===== config.mk =====
export PLATFORM = sky130hd
export DESIGN_NAME = qea_sqrt_cell
export DESIGN_NICKNAME = d
export VERILOG_FILES = /design/src/hw/rtl/qea_pkg.sv /design/src/hw/rtl/qea_sqrt_cell.sv
export SDC_FILE = /design/constraint.sdc
export NUM_CORES = 1
export LEC_CHECK = 0
export BUFFER_PORTS_ARGS = -buffer_cell sky130_fd_sc_hd__clkbuf_2
export CAP_MARGIN = 20
export CORE_MARGIN = 10
export CORE_UTILIZATION = 50
export CTS_CLUSTER_DIAMETER = 100
export CTS_CLUSTER_SIZE = 40
export DETAILED_ROUTE_END_ITERATION = 10
export PLACE_DENSITY = 0.78
export SETUP_SLACK_MARGIN = 0.02
export SYNTH_ARGS = -nofsm -noshare
export SYNTH_HDL_FRONTEND = slang
export SYNTH_SLANG_ARGS = --single-unit

===== constraint.sdc =====
create_clock -name clk -period 5.3 [get_ports clk]
set_input_delay 0 -clock clk [delete_from_list [all_inputs] [get_ports clk]]
set_output_delay 0 -clock clk [all_outputs]
set_load 0.05 [all_outputs]

===== src/hw/rtl/qea_pkg.sv =====
package qea_pkg;

  // arctangent unit
  localparam int CORDIC_STAGES = 16;
  localparam int STG_IDX_W     = 5;
  localparam int TAB_W         = 29;
  localparam int ATAN_IN_W     = 34;
  localparam int MAG_W         = 39;
  localparam int CORD_W        = 42;
  localparam int ANG_W         = 33;
  localparam int NORM_STAGES   = 3;
  localparam int ATAN_LAT      = 1 + NORM_STAGES + CORDIC_STAGES;

  // square root unit
  localparam int SQRT_BITS = 29;
  localparam int REM_W     = 57;
  localparam int S_W       = 30;

  // angle constants
  localparam logic signed [ANG_W-1:0] PI_Z = 33'sd1686629713;
  localparam logic signed [17:0] PI_Q13      = 18'sd25736;
  localparam logic signed [17:0] TWO_PI_Q13  = 18'sd51472;
  localparam logic signed [17:0] HALF_PI_Q13 = 18'sd12868;
  localparam logic signed [32:0] HALF_Q28    = 33'sd134217728;
  localparam logic signed [33:0] ONE_Q28     = 34'sd268435456;
  localparam logic [REM_W-1:0]   ONE_Q56     = REM_W'(1) << 56;

  typedef struct packed {
    logic signed [CORD_W-1:0] x;
    logic signed [CORD_W-1:0] y;
    logic signed [ANG_W-1:0]  z;
  } cordic_vec_t;

  typedef struct packed {
    logic [REM_W-1:0]         rem;
    logic [SQRT_BITS-1:0]     root;
    logic signed [S_W-1:0]    s;
  } sqrt_t;

  function automatic logic [TAB_W-1:0] atan_tab(input logic [STG_IDX_W-1:0] idx);
    logic [TAB_W-1:0] v;
    unique case (idx)
      5'd0:  v = 29'd421657428;
      5'd1:  v = 29'd248918915;
      5'd2:  v = 29'd131521918;
      5'd3:  v = 29'd66762579;
      5'd4:  v = 29'd33510843;
      5'd5:  v = 29'd16771758;
      5'd6:  v = 29'd8387925;
      5'd7:  v = 29'd4194219;
      5'd8:  v = 29'd2097141;
      5'd9:  v = 29'd1048575;
      5'd10: v = 29'd524288;
      5'd11: v = 29'd262144;
      5'd12: v = 29'd131072;
      5'd13: v = 29'd65536;
      5'd14: v = 29'd32768;
      5'd15: v = 29'd16384;
      5'd16: v = 29'd8192;
      5'd17: v = 29'd4096;
      5'd18: v = 29'd2048;
      5'd19: v = 29'd1024;
      5'd20: v = 29'd512;
      5'd21: v = 29'd256;
      5'd22: v = 29'd128;
      5'd23: v = 29'd64;
      default: v = '0;
    endcase
    return v;
  endfunction

endpackage


===== src/hw/rtl/qea_sqrt_cell.sv =====
module qea_sqrt_cell import qea_pkg::*; (
  input  logic                 clk,
  input  logic                 en,
  input  logic [STG_IDX_W-1:0] idx,
  input  sqrt_t                d_in,
  output sqrt_t                d_out
);

  sqrt_t          sq_r;
  sqrt_t          sq_nxt;
  logic [REM_W:0] trial;

  // trial = (root + 2^idx)^2 - root^2, root holds only bits above idx
  always_comb begin
    trial  = ((REM_W+1)'(d_in.root) << (idx + 5'd1)) | ((REM_W+1)'(1) << {idx, 1'b0});
    sq_nxt = d_in;
    if ({1'b0, d_in.rem} >= trial) begin
      sq_nxt.rem  = d_in.rem - REM_W'(trial);
      sq_nxt.root = d_in.root | (SQRT_BITS'(1) << idx);
    end
  end

  always_ff @(posedge clk) begin
    if (en) begin
      sq_r <= sq_nxt;
    end
  end

  assign d_out = sq_r;

endmodule


# Word level (Yosys, flattened, before mapping)
# Index checks and enable logic that the tools add are counted.
[op_classes]
eq_ne = 0
n_div = 0
n_shift = 3
n_lt_le_gt_ge = 1
n_reduce_logical = 0
bitwise_logic = 2
addsub = 2
mux = 1
multipliers = 0
[ops]
columns = ["cell", "n"]
rows = [
  ["2-to-1 mux 86 bit", 1],
  [">= comparator 57 x 58 -> 1 bit", 1],
  ["bitwise OR 58 bit", 1],
  ["<< shifter 1 x 6 -> 58 bit, first input constant", 1],
  ["<< shifter 29 x 5 -> 58 bit", 1],
  ["subtractor 57 bit", 1],
  ["bitwise OR 29 bit", 1],
  ["<< shifter 1 x 5 -> 29 bit, first input constant", 1],
  ["adder 5 x 1 -> 5 bit, second input constant", 1],
]
[word_totals]
elab_cells = 12
ram_bits = 0
mem_count = 0
ff_bits = 116
in_bits = 123
latch_bits = 0
rom_bits = 0

# Longest topological paths before layout
# Gate-level depths: netlist (run 1).
[logic_depth]
word_depth = 5
mapped_depth = 29
mapped_depth_nobuf = 21

# Worst setup path before layout (run 1)
# Ideal clock, no wire load.
[synth_timing]
path_type = "input to register"
from = "in idx[0]"
to = "reg sq_r (netlist bit d_out[108]) (data pin)"
path_slack_ps = -194
cell_stages = 22
arrival_time_ps = 5233
required_time_ps = 5039
cell_sequence = "buf_2 > buf_1 > inv_1 > clkbuf_1 > ha_1 > clkbuf_1 > buf_1 > mux4_2 > mux2i_1 > nand2_1 > o21ai_0 > nor2_1 > a221oi_1 > ha_1 > clkbuf_1 > nand4_1 > or2_2 > o221a_2 > o21ba_2 > a211oi_1 > a2111oi_0 > a221o_1"
[synth_lines]
columns = ["element", "line_no", "text"]
rows = [
  ["start, declared", "qea_sqrt_cell.sv:4", "input logic [STG_IDX_W-1:0] idx,"],
  ["end signal, assigned", "qea_sqrt_cell.sv:25", "sq_r <= sq_nxt;"],
  ["end, declared", "qea_sqrt_cell.sv:9", "sqrt_t sq_r;"],
]

==> results, run 1 <==
- The flow ran to the end, and the final reports show no timing, DRC or antenna violations.
- The number of levels the H-tree was split into is 4.
- The vertical die dimension is 162 µm.
- In this run the clock root is driven by a sky130_fd_sc_hd__clkbuf_16.
- In this run the tightest slew margin relative to its limit is 0.388.
- The data arrival time of the critical path is 5.09 ns.
- The library cell appearing most often on the critical path is sky130_fd_sc_hd__nand2_1.
- The number of buffers created by CTS is 17.
- The number of antenna violations at the first check in global routing came to 0.
- In this run the static leakage power is 5.84 nW.
- The library cells used most frequently in the layout, excluding fill and tap cells, are sky130_fd_sc_hd__clkbuf_2, sky130_fd_sc_hd__nand2_1, sky130_fd_sc_hd__edfxtp_1.
- The post-route clock period utilization is 0.926.
- Across the run, the number of max-cap violations was 0.
- Summed over all nets, the switching power comes to 0.00210 W.
- VDD sags by at most 247 µV.
- Of the total power, the clock network draws 0.246.
- Compared with the post-synthesis result, the final layout area differs by 34.6%.
- The number of cells after detailed placement is 1632.
- The worst setup path is launched from a primary input.
- The cell area after synthesis is 0.0100 mm².
- The path class of the tightest hold or removal check is in2reg.
- The core outline area is 0.0196 mm².
- The residual DRC count is 0.
- The total wire length is 37300 µm.
- Setup violations remaining at the end of the flow were counted as 0.
- The critical path is of the in2reg type.
- The layout net count is 1686.
- The first global-routing pass estimated 57300 µm of wire.
- After filler insertion, the fill cell instance count of the layout stands at 1540.
- The flip-flop count of the largest register, all copies and words added is 116.
- The highest metal layer with signal wires is met4.
- In the routed layout, each cell is associated on average with a via count of 5.95.
- The average wire per cell in the routed design is 21.0 µm.
- The clock net in this run drives a total of 116 sinks.
- In this run the post-CTS setup repair buffer count came out at 0.
- The library cell used most frequently in the layout, excluding fill and tap cells, is sky130_fd_sc_hd__clkbuf_2.
- The element type at the critical path end is a flop.
- The highest attainable clock frequency is 0.204 GHz.
- The total count of max-transition violations in the final report is 0.
- The initial cell density of the core is 0.512.
- The number of enable flip-flop cells after synthesis is 116.
- The final weighted congestion in routability-driven placement is 0.978.
- The number of global-route vias before repair is 10300.
- Global routing finished with a remaining overflow of 0.
- The final standard cell area without fillers is 0.0135 mm².
- The share of power burned in combinational logic is 0.493.
- In the synthesized netlist the dominant register cell turns out to be sky130_fd_sc_hd__edfxtp_1.
- The critical path required time is 5.48 ns.
- The setup TNS is 0 ns.
- The number of nets still failing antenna checks after routing is 0.
- For this run, the number of Yosys warnings is 0.
- The number of buffers inserted by hold repair at cts is 114.
- The initialized floorplan defines 51 standard-cell rows.
- After synthesis, the netlist uses 72 different library cells.
- When the netlist entered floorplanning its net count stood at 1325.
- The multi-input gate area in the final layout is 0.00618 mm².
- The number of design-rule violations left by the first detailed-router iteration is 952.
- The largest individual stage delay along the critical path comes from the cell sky130_fd_sc_hd__mux4_2.
- The CTS clock-pin slew for the worst setup and hold paths is 0.06 ns.
- The sequential cell area fraction in the yosys report is 0.348.
- The met2 wire length is 17200 µm.
- Setup repair after global routing left no endpoint under its margin.
- The number of gates resized after CTS was 0.
- The clock tree from TritonCTS is built.
- The length of routed met3 wiring is 3380 µm.
- Across every metal layer, demand over resource in global routing totals 0.274.
- For this run, the number of standard cells in the final layout without fillers is 1778.
- Port buffering added 238 buffers.
- At the end of the flow the core is filled with cells to 0.689.
- The via count of the routed design is 10600.
- The post-synthesis async set-or-reset flop share is 0.
- The average instance in the mapped netlist occupies 8.80 µm².
- The switching fraction of total power is 0.444.
- For this design the ratio of total power to cell area is 351 mW/mm².
- The smallest clock period supported by the final layout is computed as 4.91 ns.
- The storage element area is 0.00348 mm².
- The total internal power is 0.00264 W.
- The slew at the pin closest to its max-slew limit is 0.917 ns.
- In the final layout, the share of cells above drive strength 1 is 0.252.
- The die is 162 µm wide.
- The maximum number of pins on one net before global-route repair is 63.
- The cell count after synthesis is 1139.
- The sequential group share of total power is 0.261.
- For this run, the slowest stage of the critical path takes 0.56 ns.
- The count of inserted antenna diode cells is 0.
- The longest clock path from root to sink contains 2 buffers.
- The die covers 0.0261 mm².
- The hold violation count in the final report is 0.
- Hold timing on the final database bottoms out at a slack of 0.0650 ns.
- The total half-perimeter wirelength after legalization and detailed placement is 28200 µm.
- The post-synthesis register bit count is 116.
- The maximum fanout encountered on the critical timing path is 41.
- The critical path goes through clkbuf_2, inv_1, ha_1, buf_12, mux4_2, nand2_1, nand2_1, o21ai_0, o22ai_1, a31oi_1, ha_1, nand4_2, nor4_4, nand4_1, o31ai_1, a221oi_1, a21o_1, nand2_1, buf_4, mux2_2.
- The pre-antenna-repair detailed-routing pass consisted of 5 iterations.
- For this design the top-level I/O count stands at 239.
- The total cell area at the placement stage is 0.0118 mm².
- In the final routing, the length of wire on met1 measures 15800 µm.
-- cells in the mapped netlist, types with 7 or more instances --
| cell | count | share of area |
|---|---|---|
| sky130_fd_sc_hd__mux4_2 | 13 | 0.029 |
| sky130_fd_sc_hd__nand4_1 | 20 | 0.012 |
| sky130_fd_sc_hd__buf_2 | 22 | 0.011 |
| sky130_fd_sc_hd__edfxtp_1 | 116 | 0.35 |
| sky130_fd_sc_hd__a211oi_1 | 12 | 0.0090 |
| sky130_fd_sc_hd__nand2_1 | 184 | 0.069 |
| sky130_fd_sc_hd__mux2i_1 | 31 | 0.031 |
| sky130_fd_sc_hd__a22oi_1 | 17 | 0.013 |
| sky130_fd_sc_hd__and2_1 | 11 | 0.0069 |
| sky130_fd_sc_hd__xor2_1 | 20 | 0.017 |
| sky130_fd_sc_hd__buf_1 | 11 | 0.0041 |
| sky130_fd_sc_hd__inv_1 | 22 | 0.0082 |
| sky130_fd_sc_hd__xnor2_1 | 30 | 0.026 |
| sky130_fd_sc_hd__nand2b_1 | 7 | 0.0044 |
| sky130_fd_sc_hd__o21a_1 | 11 | 0.0082 |
| sky130_fd_sc_hd__and3_1 | 10 | 0.0062 |
| sky130_fd_sc_hd__a31o_2 | 7 | 0.0061 |
| sky130_fd_sc_hd__o21ai_0 | 97 | 0.048 |
| sky130_fd_sc_hd__mux2_2 | 8 | 0.0090 |
| sky130_fd_sc_hd__a21oi_1 | 102 | 0.051 |
| sky130_fd_sc_hd__a21o_1 | 44 | 0.033 |
| sky130_fd_sc_hd__nor3_1 | 8 | 0.0040 |
| sky130_fd_sc_hd__o31ai_1 | 8 | 0.0060 |
| sky130_fd_sc_hd__a31oi_1 | 17 | 0.011 |
| sky130_fd_sc_hd__a221oi_1 | 8 | 0.0070 |
| sky130_fd_sc_hd__ha_1 | 62 | 0.077 |
| sky130_fd_sc_hd__nand3_1 | 25 | 0.012 |
| sky130_fd_sc_hd__nor2b_1 | 16 | 0.010 |
| sky130_fd_sc_hd__o21bai_1 | 17 | 0.013 |
| sky130_fd_sc_hd__clkbuf_1 | 37 | 0.014 |
| sky130_fd_sc_hd__nor2_1 | 71 | 0.027 |
-- path summary, 6_finish.rpt --
kind	start	end	slack, ns	cells after the start
worst min-delay path	d_in[113]	d_out[113]	0.06	3
worst max-delay path	idx[1]	d_out[87]	0.39	20
-- layout make-up --
cell class	count	share of cell area
tap	265	0.0246
multi-input combinational	929	0.458
timing repair buffer	414	0.210
clock inverter	15	0.0109
sequential	116	0.258
inverter	22	0.00612
clock buffer	17	0.0315
-- logic make-up after synthesis --
| kind of cell | synth area share |
|---|---|
| XOR/XNOR | 0.0437 |
| multiplexers | 0.0692 |
| adder cells (fa/ha/maj) | 0.0794 |
| AND/OR/NAND/NOR | 0.173 |
| AO/OA/AOI/OAI | 0.248 |
| buffers and inverters | 0.0388 |
| flip-flops | 0.348 |
-- power by group through the flow --
stage | clock network (W) | registers [W] | logic, W
global placement | 0 | 0.00125 | 0.00221
floorplan | 0 | 0.00175 | 0.00110
detailed placement | 0 | 0.00126 | 0.00222
CTS | 0.00117 | 0.00124 | 0.00230
global route | 0.00121 | 0.00125 | 0.00251
finish | 0.00117 | 0.00124 | 0.00234
-- stage by stage --
stage / setup slack [ns] / power (W)
final: 0.394 / 0.00474
after global placement: 0.0772 / 0.00346
after CTS: 0.496 / 0.00471
after floorplan: 0.0456 / 0.00285
after detailed placement: 0.0706 / 0.00348
after global routing: 0.210 / 0.00497
-- critical path: cells and delay by family --
family / cells / cell delay (ns)
AO/OA/AOI/OAI: 6 / 1.68
multiplexers: 2 / 0.90
buffers and inverters: 4 / 0.65
adder cells (fa/ha/maj): 2 / 0.63
AND/OR/NAND/NOR: 6 / 1.19
-- metal layers --
metal | up-vias | track usage
met3 | 65 | 0.0727
met4 | 0 | 0.0778
met2 | 528 | 0.442
met1 | 4979 | 0.353
met5 | - | 0
li1 | 5004 | -
(Power assumes the default switching activity.)
==> run 2: changes to the inputs <==
--- a/config.mk
+++ b/config.mk
@@ -5,7 +5,7 @@
 export SDC_FILE = /design/constraint.sdc
 export NUM_CORES = 1
 export LEC_CHECK = 0
-export BUFFER_PORTS_ARGS = -buffer_cell sky130_fd_sc_hd__clkbuf_2
+export BUFFER_PORTS_ARGS = -buffer_cell sky130_fd_sc_hd__buf_4
 export CAP_MARGIN = 20
 export CORE_MARGIN = 10
 export CORE_UTILIZATION = 50
@@ -13,6 +13,7 @@
 export CTS_CLUSTER_SIZE = 40
 export DETAILED_ROUTE_END_ITERATION = 10
 export PLACE_DENSITY = 0.78
+export REMOVE_ABC_BUFFERS = 1
 export SETUP_SLACK_MARGIN = 0.02
 export SYNTH_ARGS = -nofsm -noshare
 export SYNTH_HDL_FRONTEND = slang
==> results, run 2 (same netlist as run 1, synthesis figures left out) <==
- Result of the run: finished, final reports clean (unchanged).
- The initial cell density of the core is 0.512 (unchanged).
- The core outline area is 0.0196 mm² (unchanged).
- The number of buffers created by CTS is 17 (unchanged).
- The quantity of gates resized following cts is 0 (unchanged).
- The CTS clock-pin slew for the worst setup and hold paths is 0.05 ns (was 0.06 ns).
- The vertical die dimension was 162 µm (unchanged).
- The placement row count is 51 (unchanged).
- The number of top-level pins is 239 (unchanged).
- The kind of critical path is in2reg (unchanged).
- The core occupancy in the finished layout is 0.723 (was 0.689).
- The element type at the critical path start is a primary input (unchanged).
- The remaining global-route overflow is 0 (unchanged).
- The switching fraction of total power is 0.413 (was 0.444).
- The largest voltage drop on the vdd net came to 241 µV (was 247 µV).
- The flip-flop count of the largest register, all copies and words added came to 116 (unchanged).
- The total wire length is 38400 µm (was 37300 µm).
- The total routing resource utilization after global routing was 0.283 (was 0.274).
- The number of design-rule violations left by the first detailed-router iteration is 1032 (was 952).
- The via count of the routed design came to 10700 (was 10600).
- The total setup buffers inserted after CTS is 0 (unchanged).
- The buffer cell driving the clock tree root is sky130_fd_sc_hd__clkbuf_16 (unchanged).
- The residual DRC count is 0 (unchanged).
- The clock tree from TritonCTS is built (unchanged).
- The proportion of layout cells with a drive suffix above 1 is 0.250 (was 0.252).
- The maximum number of pins on one net before global-route repair came to 64 (was 63).
- The switching power of the nets is 0.00209 W (was 0.00210 W).
- The total power is 0.00507 W (was 0.00474 W).
- The highest cell delay on the worst timing path came to 0.50 ns (was 0.56 ns).
- The number of antenna violations at the first check in global routing is 0 (unchanged).
- The count of clock tree sinks is 116 (unchanged).
- The library cell appearing most often on the critical path is sky130_fd_sc_hd__o21ai_0 (was sky130_fd_sc_hd__nand2_1).
- The critical path required time is 5.49 ns (was 5.48 ns).
- Setup repair after global routing missed its margin: false (unchanged).
- The highest attainable clock frequency is 0.215 GHz (was 0.204 GHz).
- The worst setup timing slack at the placement stage is 0.376 ns (was 0.0706 ns).
- The worst-case setup margin in the final layout is 0.652 ns (was 0.394 ns).
- The first-pass GRT wire length is 59100 µm (was 57300 µm).
- The cell with the largest stage delay on the worst path is sky130_fd_sc_hd__a221oi_1 (was sky130_fd_sc_hd__mux4_2).
- The leakage power of the design is 6.03 nW (was 5.84 nW).
- The number of buffers inserted by port buffering is 238 (unchanged).
- The full die area is 0.0261 mm² (unchanged).
- The layout net count is 1681 (was 1686).
- The total count of max-transition violations in the final report is 0 (unchanged).
- The average vias per placed instance is 6.01 (was 5.95).
- The total half-perimeter wirelength after legalization and detailed placement is 28800 µm (was 28200 µm).
- The total internal power was 0.00298 W (was 0.00264 W).
- The number of buffers on the longest clock path was 2 (unchanged).
- The share of power burned in combinational logic came to 0.486 (was 0.493).
- The post-route clock period utilization was 0.877 (was 0.926).
- Cells along the critical path: buf_4, inv_1, ha_1, buf_12, mux2_2, mux2i_1, o21ai_0, o21ai_0, nor2_1, a221oi_1, ha_1, nand4_1, nor4_4, nand4_1, o31ai_1, a221oi_1, a21oi_4, nor2_8, buf_4, o21ai_0 (was clkbuf_2, inv_1, ha_1, buf_12, mux4_2, nand2_1, nand2_1, o21ai_0, o22ai_1, a31oi_1, ha_1, nand4_2, nor4_4, nand4_1, o31ai_1, a221oi_1, a21o_1, nand2_1, buf_4, mux2_2).
- The maximum fanout encountered on the critical timing path is 37 (was 41).
- The sequential group share of total power is 0.246 (was 0.261).
- The data arrival time of the critical path came to 4.83 ns (was 5.09 ns).
- The element type at the critical path end is a flop (unchanged).
- The final standard cell area without fillers came to 0.0142 mm² (was 0.0135 mm²).
- The number of global-route vias before repair is 10400 (was 10300).
- The startpoint of the tightest hold check path is d_in[81] (was d_in[113]).
- The class of the most critical hold timing path is in2reg (unchanged).
- Most frequent cells in the layout: sky130_fd_sc_hd__buf_4, sky130_fd_sc_hd__nand2_1, sky130_fd_sc_hd__edfxtp_1 (was sky130_fd_sc_hd__clkbuf_2, sky130_fd_sc_hd__nand2_1, sky130_fd_sc_hd__edfxtp_1).
- The die width is 162 µm (unchanged).
- The total iterations of the first detailed-routing run is 6 (was 5).
- The number of nets still failing antenna checks after routing is 0 (unchanged).
- The number of levels the H-tree was split into is 4 (unchanged).
- The clock group share of total power came to 0.268 (was 0.246).
- The relative slew slack came to 0.466 (was 0.388).
- The total of endpoints with negative setup slack in the final report came to 0 (unchanged).
- The number of cells in the finished layout apart from fillers is 1772 (was 1778).
- The count of max-cap constraint violations was 0 (unchanged).
- The category of cells accounting for the largest share of critical-path delay is compound AO/OA/AOI/OAI gates (unchanged).
- The total cell area at the placement stage was 0.0124 mm² (was 0.0118 mm²).
- The minimum period implied by the final worst setup slack is 4.65 ns (was 4.91 ns).
- The commonest non-fill, non-tap cell in the layout is sky130_fd_sc_hd__buf_4 (was sky130_fd_sc_hd__clkbuf_2).
- The total power divided by cell area is 358 mW/mm² (was 351 mW/mm²).
- The final weighted congestion in routability-driven placement came to 1.02 (was 0.978).
- The average wire per cell in the routed design is 21.7 µm (was 21.0 µm).
- The number of cells after detailed placement is 1629 (was 1632).
- The slew at the pin closest to its max-slew limit is 0.800 ns (was 0.917 ns).
- The worst setup path startpoint is idx[1] (unchanged).
- The number of fill cells in the layout is 1432 (was 1540).
- The post-synthesis to final-layout area growth is 41.2% (was 34.6%).
- The count of inserted antenna diode cells was 0 (unchanged).
- The number of buffers and inverters on the critical path is 4 (unchanged).
- The hold violation count in the final report was 0 (unchanged).
## run 2: changes by cell type in the layout (fill, tap and decap cells not counted), sizes merged
| cell | change |
|---|---|
| buf | +234 |
| bufinv | +5 |
| clkbuf | -237 |
| clkinv | +1 |
| clkinvlp | -2 |
| dlygate4sd3 | -2 |
| inv | -5 |
## run 2: tightest hold or removal path, stage by stage
cell                      delay, ns
sky130_fd_sc_hd__buf_4         0.10
sky130_fd_sc_hd__nand2_1       0.04
sky130_fd_sc_hd__o21ai_0       0.14
## run 2: layout make-up
| type | instances | area (µm²) | share of cell area |
|---|---|---|---|
| Timing Repair Buffer | 409 | 3400 | 0.240 |
| Clock inverter | 14 | 250 | 0.0177 |
| Inverter | 22 | 82.6 | 0.00583 |
| Tap cell | 265 | 332 | 0.0234 |
| Clock buffer | 17 | 425 | 0.0301 |
| Multi-Input combinational cell | 929 | 6180 | 0.437 |
| Sequential cell | 116 | 3480 | 0.246 |
## run 2: routing by layer
layer | vias up | GRT usage | wire length (µm)
li1 | 4989 | - | -
met1 | 5017 | 0.365 | 16000
met2 | 586 | 0.463 | 17800
met3 | 61 | 0.0704 | 3780
met4 | 0 | 0.0798 | 843
met5 | - | 0 | 0
## run 2: what timing repair did
action	in CTS	in global routing
endpoints found under the hold margin	112	0
hold buffers	112	0
setup endpoints to repair	0	0
## run 2: final timing paths
path	end	slack [ns]	cells past startpoint
max	d_out[83]	0.65	20
min	d_out[81]	0.01	3
## run 2: stage by stage
| stage | hold slack (ns) | setup TNS (ns) |
|---|---|---|
| 2_1_floorplan | 0.0989 | -0.796 |
| 3_3_place_gp | 0.178 | 0 |
| 5_1_grt | 0.00737 | 0 |
| 4_1_cts | 0.00650 | 0 |
| 6_report | 0.0111 | 0 |
| 3_5_place_dp | 0.180 | 0 |
## run 2: power by group through the flow
stage	registers [W]	logic, W	clock network [W]
floorplan	0.00175	0.00107	0
global placement	0.00125	0.00233	0
detailed placement	0.00126	0.00234	0
CTS	0.00124	0.00243	0.00137
global route	0.00126	0.00263	0.00140
finish	0.00124	0.00246	0.00136
